### config.mk
export PLATFORM = sky130hd
export DESIGN_NAME = peak_to_peak_amplitude_smoother
export DESIGN_NICKNAME = d
export VERILOG_FILES = /design/src/pps_pkg.sv /design/src/peak_to_peak_amplitude_smoother.sv /design/src/pps_front.sv /design/src/pps_queue.sv /design/src/pps_back.sv
export SDC_FILE = /design/constraint.sdc
export NUM_CORES = 2
export LEC_CHECK = 0
export BUFFER_PORTS_ARGS = -buffer_cell sky130_fd_sc_hd__buf_2
export CAP_MARGIN = 0
export CORE_MARGIN = 4
export CORE_UTILIZATION = 65
export CTS_BUF_LIST = sky130_fd_sc_hd__clkbuf_8
export CTS_CLUSTER_SIZE = 10
export DETAILED_ROUTE_END_ITERATION = 6
export GPL_TIMING_DRIVEN = 0
export PLACE_DENSITY = 0.87
export SYNTH_ARGS = -nofsm -noshare
export SYNTH_HDL_FRONTEND = slang
export SYNTH_HIERARCHICAL = 1
export SYNTH_SLANG_ARGS = --single-unit
### constraint.sdc
create_clock -name clk -period 14.75 [get_ports clk]
set_input_delay 2.95 -clock clk [delete_from_list [all_inputs] [get_ports clk]]
set_output_delay 2.95 -clock clk [all_outputs]
set_load 0.01 [all_outputs]
### src/pps_pkg.sv
// ----------------------------------------------------------------------------
// pps_pkg: shared definitions of the peak-to-peak amplitude smoother
// Widths, weight constants, the queue status group and the back-end states.
// ----------------------------------------------------------------------------
package pps_pkg;

  localparam int SAMPLE_BITS_DEF = 12;
  localparam int FRAC_BITS       = 16;
  localparam int WEIGHT_BITS     = 17;
  localparam int QUEUE_DEPTH     = 4;

  localparam logic [WEIGHT_BITS-1:0] WEIGHT_ONE   = 17'd65536;
  localparam logic [WEIGHT_BITS-1:0] WEIGHT_RESET = 17'd6554;

  typedef struct packed {
    logic empty;
    logic full;
  } queue_status_t;

  typedef enum logic [1:0] {
    S_IDLE,
    S_MUL,
    S_WRITE
  } back_state_t;

endpackage

### src/peak_to_peak_amplitude_smoother.sv
// ----------------------------------------------------------------------------
// peak_to_peak_amplitude_smoother: block peak-to-peak with smoothing
// Tracks the extremes of each sample block and reports the block's
// peak-to-peak value with an exponentially smoothed amplitude.
//
//  channel  direction  handshake                 contents
//  s_*      in         s_tvalid / s_tready       sample, block_end on s_tlast
//  m_*      out        m_tvalid / m_tready       peak_to_peak, smoothed_amplitude
//  cfg_*    in         cfg_valid / cfg_ready     smoothing_weight
//
// One sample is taken per cycle. Each finished block passes through the
// smoother's three steps (queue read and difference, multiply, update); a
// four-entry queue absorbs runs of short blocks, and s_tready drops only
// while it is full. Reset clears the block tracker, the queue, the smoothed
// value and the output valid flag, and loads the weight with its default.
// ----------------------------------------------------------------------------
module peak_to_peak_amplitude_smoother #(
  parameter int SAMPLE_BITS = pps_pkg::SAMPLE_BITS_DEF,
  parameter int QUEUE_DEPTH = pps_pkg::QUEUE_DEPTH
) (
  input  logic clk,
  input  logic rst,
  input  logic s_tvalid,
  output logic s_tready,
  // sample in the low SAMPLE_BITS bits, zero padding above
  input  logic [((SAMPLE_BITS+7)/8)*8-1:0] s_tdata,
  input  logic s_tlast,
  output logic m_tvalid,
  input  logic m_tready,
  // peak_to_peak, then smoothed_amplitude, zero padding above
  output logic [((2*SAMPLE_BITS+pps_pkg::FRAC_BITS+7)/8)*8-1:0] m_tdata,
  input  logic cfg_valid,
  output logic cfg_ready,
  input  logic [pps_pkg::WEIGHT_BITS-1:0] cfg_data
);
  import pps_pkg::*;

  localparam int OUT_BITS = ((2*SAMPLE_BITS+FRAC_BITS+7)/8)*8;

  queue_status_t                      queue_status;
  logic                               push;
  logic [SAMPLE_BITS-1:0]             push_data;
  logic                               pop;
  logic [SAMPLE_BITS-1:0]             pop_data;
  logic [SAMPLE_BITS-1:0]             out_p2p;
  logic [SAMPLE_BITS+FRAC_BITS-1:0]   out_smoothed;

  pps_front #(
    .SAMPLE_BITS(SAMPLE_BITS)
  ) u_front (
    .clk          (clk),
    .rst          (rst),
    .in_valid     (s_tvalid),
    .in_ready     (s_tready),
    .sample       (s_tdata[SAMPLE_BITS-1:0]),
    .block_end    (s_tlast),
    .queue_status (queue_status),
    .push         (push),
    .push_data    (push_data)
  );

  pps_queue #(
    .SAMPLE_BITS(SAMPLE_BITS),
    .DEPTH      (QUEUE_DEPTH)
  ) u_queue (
    .clk       (clk),
    .rst       (rst),
    .push      (push),
    .push_data (push_data),
    .pop       (pop),
    .pop_data  (pop_data),
    .status    (queue_status)
  );

  pps_back #(
    .SAMPLE_BITS(SAMPLE_BITS)
  ) u_back (
    .clk          (clk),
    .rst          (rst),
    .cfg_valid    (cfg_valid),
    .cfg_ready    (cfg_ready),
    .cfg_data     (cfg_data),
    .queue_status (queue_status),
    .pop_data     (pop_data),
    .pop          (pop),
    .out_valid    (m_tvalid),
    .out_ready    (m_tready),
    .out_p2p      (out_p2p),
    .out_smoothed (out_smoothed)
  );

  assign m_tdata = OUT_BITS'({out_smoothed, out_p2p});

endmodule

### src/pps_front.sv
// ----------------------------------------------------------------------------
// pps_front: block extreme tracker
// Accepts samples, keeps the running maximum and minimum of the open block,
// and hands the peak-to-peak value of each finished block to the queue.
// ----------------------------------------------------------------------------
module pps_front #(
  parameter int SAMPLE_BITS = pps_pkg::SAMPLE_BITS_DEF
) (
  input  logic                   clk,
  input  logic                   rst,
  input  logic                   in_valid,
  output logic                   in_ready,
  input  logic [SAMPLE_BITS-1:0] sample,
  input  logic                   block_end,
  input  pps_pkg::queue_status_t queue_status,
  output logic                   push,
  output logic [SAMPLE_BITS-1:0] push_data
);
  import pps_pkg::*;

  logic [SAMPLE_BITS-1:0] block_max;
  logic [SAMPLE_BITS-1:0] block_min;
  logic                   block_start;
  logic [SAMPLE_BITS-1:0] block_max_next;
  logic [SAMPLE_BITS-1:0] block_min_next;
  logic                   accept;

  assign in_ready = !queue_status.full;
  assign accept   = in_valid && in_ready;

  always_comb begin
    if (block_start) begin
      block_max_next = sample;
      block_min_next = sample;
    end else begin
      block_max_next = (sample > block_max) ? sample : block_max;
      block_min_next = (sample < block_min) ? sample : block_min;
    end
  end

  assign push      = accept && block_end;
  assign push_data = block_max_next - block_min_next;

  always_ff @(posedge clk) begin
    if (rst) begin
      block_max   <= '0;
      block_min   <= '0;
      block_start <= 1'b1;
    end else if (accept) begin
      block_max   <= block_max_next;
      block_min   <= block_min_next;
      block_start <= block_end;
    end
  end

endmodule

### src/pps_queue.sv
// ----------------------------------------------------------------------------
// pps_queue: peak-to-peak queue
// Short first-in first-out store between the tracker and the smoother.
// ----------------------------------------------------------------------------
module pps_queue #(
  parameter int SAMPLE_BITS = pps_pkg::SAMPLE_BITS_DEF,
  parameter int DEPTH       = pps_pkg::QUEUE_DEPTH
) (
  input  logic                   clk,
  input  logic                   rst,
  input  logic                   push,
  input  logic [SAMPLE_BITS-1:0] push_data,
  input  logic                   pop,
  output logic [SAMPLE_BITS-1:0] pop_data,
  output pps_pkg::queue_status_t status
);
  import pps_pkg::*;

  localparam int PTR_BITS = (DEPTH > 1) ? $clog2(DEPTH) : 1;
  localparam int CNT_BITS = $clog2(DEPTH + 1);

  logic [SAMPLE_BITS-1:0] entries [DEPTH];
  logic [PTR_BITS-1:0]    wr_ptr;
  logic [PTR_BITS-1:0]    rd_ptr;
  logic [CNT_BITS-1:0]    count;

  assign status.empty = (count == '0);
  assign status.full  = (count == CNT_BITS'(DEPTH));
  assign pop_data     = entries[rd_ptr];

  always_ff @(posedge clk) begin
    if (push) begin
      entries[wr_ptr] <= push_data;
    end
  end

  always_ff @(posedge clk) begin
    if (rst) begin
      wr_ptr <= '0;
      rd_ptr <= '0;
      count  <= '0;
    end else begin
      if (push) begin
        wr_ptr <= (wr_ptr == PTR_BITS'(DEPTH - 1)) ? '0 : wr_ptr + 1'b1;
      end
      if (pop) begin
        rd_ptr <= (rd_ptr == PTR_BITS'(DEPTH - 1)) ? '0 : rd_ptr + 1'b1;
      end
      if (push && !pop) begin
        count <= count + 1'b1;
      end else if (pop && !push) begin
        count <= count - 1'b1;
      end
    end
  end

`ifndef SYNTHESIS
  a_no_overflow: assert property (@(posedge clk) disable iff (rst)
    push |-> (!status.full || pop))
    else $error("queue written while full");
  a_no_underflow: assert property (@(posedge clk) disable iff (rst)
    pop |-> !status.empty)
    else $error("queue read while empty");
  a_count_grows: assert property (@(posedge clk) disable iff (rst)
    (push && !pop) |=> (count == $past(count) + 1'b1))
    else $error("queue count did not follow a lone write");
`endif

endmodule

### src/pps_back.sv
// ----------------------------------------------------------------------------
// pps_back: exponential smoother
// Takes peak-to-peak values from the queue, updates the smoothed amplitude
// as prev + ((w * ((p2p << 16) - prev)) >>> 16) and holds the result
// in the output register.
// ----------------------------------------------------------------------------
module pps_back #(
  parameter int SAMPLE_BITS = pps_pkg::SAMPLE_BITS_DEF
) (
  input  logic                                   clk,
  input  logic                                   rst,
  input  logic                                   cfg_valid,
  output logic                                   cfg_ready,
  input  logic [pps_pkg::WEIGHT_BITS-1:0]        cfg_data,
  input  pps_pkg::queue_status_t                 queue_status,
  input  logic [SAMPLE_BITS-1:0]                 pop_data,
  output logic                                   pop,
  output logic                                   out_valid,
  input  logic                                   out_ready,
  output logic [SAMPLE_BITS-1:0]                 out_p2p,
  output logic [SAMPLE_BITS+pps_pkg::FRAC_BITS-1:0] out_smoothed
);
  import pps_pkg::*;

  localparam int SMOOTH_BITS = SAMPLE_BITS + FRAC_BITS;
  localparam int DIFF_BITS   = SMOOTH_BITS + 1;
  localparam int PROD_BITS   = DIFF_BITS + WEIGHT_BITS + 1;

  back_state_t state;
  back_state_t state_next;

  logic [WEIGHT_BITS-1:0]      weight;
  logic [SMOOTH_BITS-1:0]      smoothed_value;
  logic [SMOOTH_BITS-1:0]      smoothed_value_next;
  logic [SAMPLE_BITS-1:0]      p2p;
  logic signed [DIFF_BITS-1:0] diff;
  logic signed [DIFF_BITS-1:0] diff_next;
  logic signed [PROD_BITS-1:0] product;
  logic signed [PROD_BITS-1:0] product_shift;
  logic                        write;

  assign cfg_ready = 1'b1;

  // Weights above one are stored as one.
  always_ff @(posedge clk) begin
    if (rst) begin
      weight <= WEIGHT_RESET;
    end else if (cfg_valid) begin
      weight <= (cfg_data > WEIGHT_ONE) ? WEIGHT_ONE : cfg_data;
    end
  end

  always_comb begin
    state_next = state;
    unique case (state)
      S_IDLE: begin
        if (!queue_status.empty) begin
          state_next = S_MUL;
        end
      end
      S_MUL: begin
        state_next = S_WRITE;
      end
      S_WRITE: begin
        if (!out_valid || out_ready) begin
          state_next = S_IDLE;
        end
      end
      default: begin
        state_next = S_IDLE;
      end
    endcase
  end

  always_comb begin
    pop   = 1'b0;
    write = 1'b0;
    unique case (state)
      S_IDLE:  pop   = !queue_status.empty;
      S_MUL:   write = 1'b0;
      S_WRITE: write = !out_valid || out_ready;
      default: begin
        pop   = 1'b0;
        write = 1'b0;
      end
    endcase
  end

  assign diff_next = signed'({1'b0, pop_data, FRAC_BITS'(0)})
                   - signed'({1'b0, smoothed_value});
  assign product_shift       = product >>> FRAC_BITS;
  // The true result lies in range, so the low bits of the sum are exact.
  assign smoothed_value_next = smoothed_value + product_shift[SMOOTH_BITS-1:0];

  always_ff @(posedge clk) begin
    if (pop) begin
      diff <= diff_next;
      p2p  <= pop_data;
    end
    if (state == S_MUL) begin
      product <= diff * signed'({1'b0, weight});
    end
    if (write) begin
      out_p2p      <= p2p;
      out_smoothed <= smoothed_value_next;
    end
  end

  always_ff @(posedge clk) begin
    if (rst) begin
      state          <= S_IDLE;
      smoothed_value <= '0;
      out_valid      <= 1'b0;
    end else begin
      state <= state_next;
      if (write) begin
        smoothed_value <= smoothed_value_next;
        out_valid      <= 1'b1;
      end else if (out_ready) begin
        out_valid <= 1'b0;
      end
    end
  end

`ifndef SYNTHESIS
  a_pop_idle: assert property (@(posedge clk) disable iff (rst)
    pop |-> (state == S_IDLE))
    else $error("queue read outside the idle state");
  a_pop_mul: assert property (@(posedge clk) disable iff (rst)
    pop |=> (state == S_MUL))
    else $error("multiply step did not follow a queue read");
  a_write_shows: assert property (@(posedge clk) disable iff (rst)
    write |=> (out_valid && out_smoothed == smoothed_value))
    else $error("result register and smoothed state disagree");
`endif

endmodule

==> results by group <==
Timing
  • Final setup TNS: 0 ns
  • Slew headroom: 0.230
  • Fin crit period: between 8 and 9 ns
  • Final setup violation count: 0
  • Pins Over Slew Limit: 0
  • Final period util: 0.577
  • Worst Tran Pin Value: approximately 1.1 ns
  • Unrepaired setup endpoints after global routing: false
  • Hold Vio Cnt, Final: 0
  • Clock skew: ~0.038 ns
  • Fmax: approximately 120 MHz

Yosys
  • Post-synth cell types: just over 80
  • Number of flops mapped to enable cells by yosys: between 150 and 200
  • Mapped Cells: about 3000
  • Synth warn: 6
  • Syn nets: 3628
  • Synth Cell Area: roughly 0.028 sq mm
  • Synth Flop Type: edfxtp_1
  • Sequential fraction of the synthesis area: 0.223
  • Asr flop ratio synth: 0
  • Flops & latches, synth: between 200 and 250
  • Mean Syn Cell Area: between 9 and 10 sq um

Worst setup path
  • Worst path slowest cell: a2111oi_0
  • Critical Path AT: 8.87 ns
  • CP required: 15.11 ns
  • R2R Path Start: u_back/weight[11]$_SDFFE_PP1P_
  • Max incr delay on CP: roughly 1.0 ns
  • Worst path bufs/invs: 7
  • Critical path, cell by cell: clkbuf_1, clkbuf_1, nand2_1, fa_1, inv_1, fa_1, inv_1, fa_1, inv_1, fa_1, fa_1, inv_1, fa_1, inv_1, ha_1, a21oi_1, o21ai_0, a2111oi_0, o211ai_1, a31oi_1, o31a_1, o21ai_1, xnor2_1
  • CP delay by family, top: adder cells
  • Critical path type: reg -> reg
  • Critical path startpoint category: flop
  • R2R Setup Slk: just over 6 ns
  • Crit. End Element: flop
  • CP Max Fanout: 10
  • R2r endpoint: u_back/product[43]$_DFFE_PN_
  • CP dominant cell by count: fa_1
  • R2R depth: 23

Global route
  • Maximum number of pins on one net before global-route repair: 35
  • Global route total overflow: 0
  • All-layer global routing usage: 0.340
  • Initial antenna violation count: 3
  • First-pass GRT wire length: about 120 mm
  • Vias in the first global route: 23625

Die
  • Die Ht: ~220 um
  • FP Rows: 76
  • Core area: between 0.04 and 0.05 sq mm
  • DIE WIDTH: ~220 um
  • Initial Util: 0.660
  • IO Pins: 82
  • Die Footprint: 0.0472 sq mm

Final layout
  • # diodes: 0
  • Fin nets: ~3700
  • Area delta synth->final: 6.67%
  • Area of the multi-input gates: between 0.015 and 0.02 sq mm
  • Share of cells above drive strength 1: 0.0549
  • Seq. cell area: 0.00636 sq mm
  • Layout Utilization: 0.704
  • Fillers: between 3000 and 4000
  • Most common cell after layout, fill and taps aside: inv_1
  • Most used cells in the layout excluding fill and tap cells: inv_1, fa_1, nand2_1

Outcome
  • Status: complete, no violations

Clock network
  • CTS tree: yes
  • Resized cells post-CTS: 0
  • Clk_lat worst skew: 0.56 ns
  • CTS clk-pin slew, worst paths: roughly 0.07 ns
  • Clock tree buffer depth: 3
  • # hold bufs at CTS: 0
  • Root Driver: clkbuf_8
  • CTS HTree Levels: 2
  • Clock Sinks: 239
  • Num CTS Buffers: 38
  • Total setup buffers inserted after CTS: 0

Routing
  • WL/cell: about 21 um
  • Detailed Route WL: a little under 80 mm
  • Initial DRC count: 2029
  • Antenna-violating nets left: 0
  • Via density: between 5 and 6
  • Vias: between 20000 and 25000
  • # DRC: 0
  • TritonRoute pass-1 iters: 6

Placement
  • DP Wirelength: around 63 mm
  • RD Place Congestion: about 0.99
  • Port Buf Inserts: 76

Hold path
  • Hold Path Class: reg -> reg
  • Hold Path Origin: u_back/p2p[5]$_DFFE_PP_
  • Hold Path End: u_back/out_p2p[5]$_DFFE_PP_
  • WHS Path Cells: 0

Run
  • Max-cap violations: 0
## per-layer routing
layer  share of wire  vias to the layer above  GRT usage
li1                -                     9514          -
met1            0.35                    10797      0.416
met2            0.48                     1313      0.566
met3            0.10                      367     0.0700
met4           0.070                        0      0.192
met5               0                        -          0
## worst register-to-register path, delay by kind of cell (launching register included)
| kind | cells | cell delay [ns] |
|---|---|---|
| compound gates | 7 | 2.73 |
| xor+xnor | 1 | 0.28 |
| fa+ha+maj | 7 | 3.10 |
| buf+inv | 7 | 1.64 |
| flops | 1 | 0.41 |
| simple gates | 1 | 0.15 |
## sequential cells by signal, summed over array words and instances, names as in the netlist, named ones only
register	count
u_queue/entries	48
u_back/diff	29
u_back/out_smoothed	28
u_back/product	28
u_back/smoothed_value	28
u_back/weight	17
u_back/out_p2p	12
u_back/p2p	12
u_front/block_min	12
u_front/block_max	11
u_queue/count	3
u_back/state	2
u_queue/rd_ptr	2
u_queue/wr_ptr	2
u_back/out_valid	1
u_front/block_start	1
## per-stage QoR
stage	hold slack (ns)	instances	setup slack, ns	instance area [sq um]
floorplan	0.400	2951	7.78	28500
global placement	0.410	3612	6.69	29600
detailed placement	0.408	3616	6.50	29700
CTS	0.419	3684	6.41	30400
global route	0.430	3684	6.04	30400
finish	0.416	3684	6.23	30400
## worst max path at each step
stage / slack (ns) / to / cells after the start / startpoint
6_report: 6.23 / u_back/product[43]$_DFFE_PN_ / 23 / u_back/weight[11]$_SDFFE_PP1P_
5_1_grt: 6.04 / u_back/product[43]$_DFFE_PN_ / 23 / u_back/weight[11]$_SDFFE_PP1P_
4_1_cts: 6.41 / u_back/product[43]$_DFFE_PN_ / 23 / u_back/weight[11]$_SDFFE_PP1P_
3_3_place_gp: 6.69 / u_back/product[43]$_DFFE_PN_ / 23 / u_back/weight[11]$_SDFFE_PP1P_
2_1_floorplan: 7.78 / u_queue/entries[0][8]$_DFFE_PP_ / 18 / s_tdata[10]
3_5_place_dp: 6.50 / u_back/product[43]$_DFFE_PN_ / 23 / u_back/weight[11]$_SDFFE_PP1P_
## logic make-up (layout without fill, tap and decap cells)
| family | Yosys count | count (layout) | synth area share |
|---|---|---|---|
| AND/OR/NAND/NOR | 873 | 873 | 0.152 |
| other | 1 | 1 | 0.000132 |
| multiplexers | 22 | 22 | 0.0133 |
| buffers and inverters | 730 | 878 | 0.0967 |
| flip-flops | 239 | 239 | 0.223 |
| XOR/XNOR | 100 | 100 | 0.0312 |
| AO/OA/AOI/OAI | 348 | 348 | 0.0827 |
| adder cells (fa/ha/maj) | 638 | 638 | 0.401 |
## final cells by class
type / count / share of cell area
Clock inverter: 30 / 0.00655
Multi-Input combinational cell: 1982 / 0.638
Timing Repair Buffer: 80 / 0.0143
Sequential cell: 239 / 0.209
Buffer: 121 / 0.0155
Clock buffer: 38 / 0.0172
Inverter: 609 / 0.0752
Tap cell: 585 / 0.0241
## cells in the mapped netlist (19+ instances only)
library cell / count / share of area
a21oi_1: 119 / 0.021
edfxtp_1: 157 / 0.17
inv_1: 606 / 0.080
nand2_1: 354 / 0.047
xnor2_1: 74 / 0.023
fa_1: 457 / 0.32
a211oi_1: 19 / 0.0050
o21ai_0: 45 / 0.0079
nand3_1: 22 / 0.0039
dfxtp_1: 82 / 0.058
ha_1: 181 / 0.079
nor3_1: 27 / 0.0047
a31oi_1: 20 / 0.0044
xor2_1: 25 / 0.0077
and2_1: 267 / 0.059
clkbuf_1: 112 / 0.015
nor2_1: 99 / 0.013
a21o_1: 28 / 0.0074
Power is not shown: default switching activity piles up to over one toggle a cycle in this logic, so the estimate is an artifact.
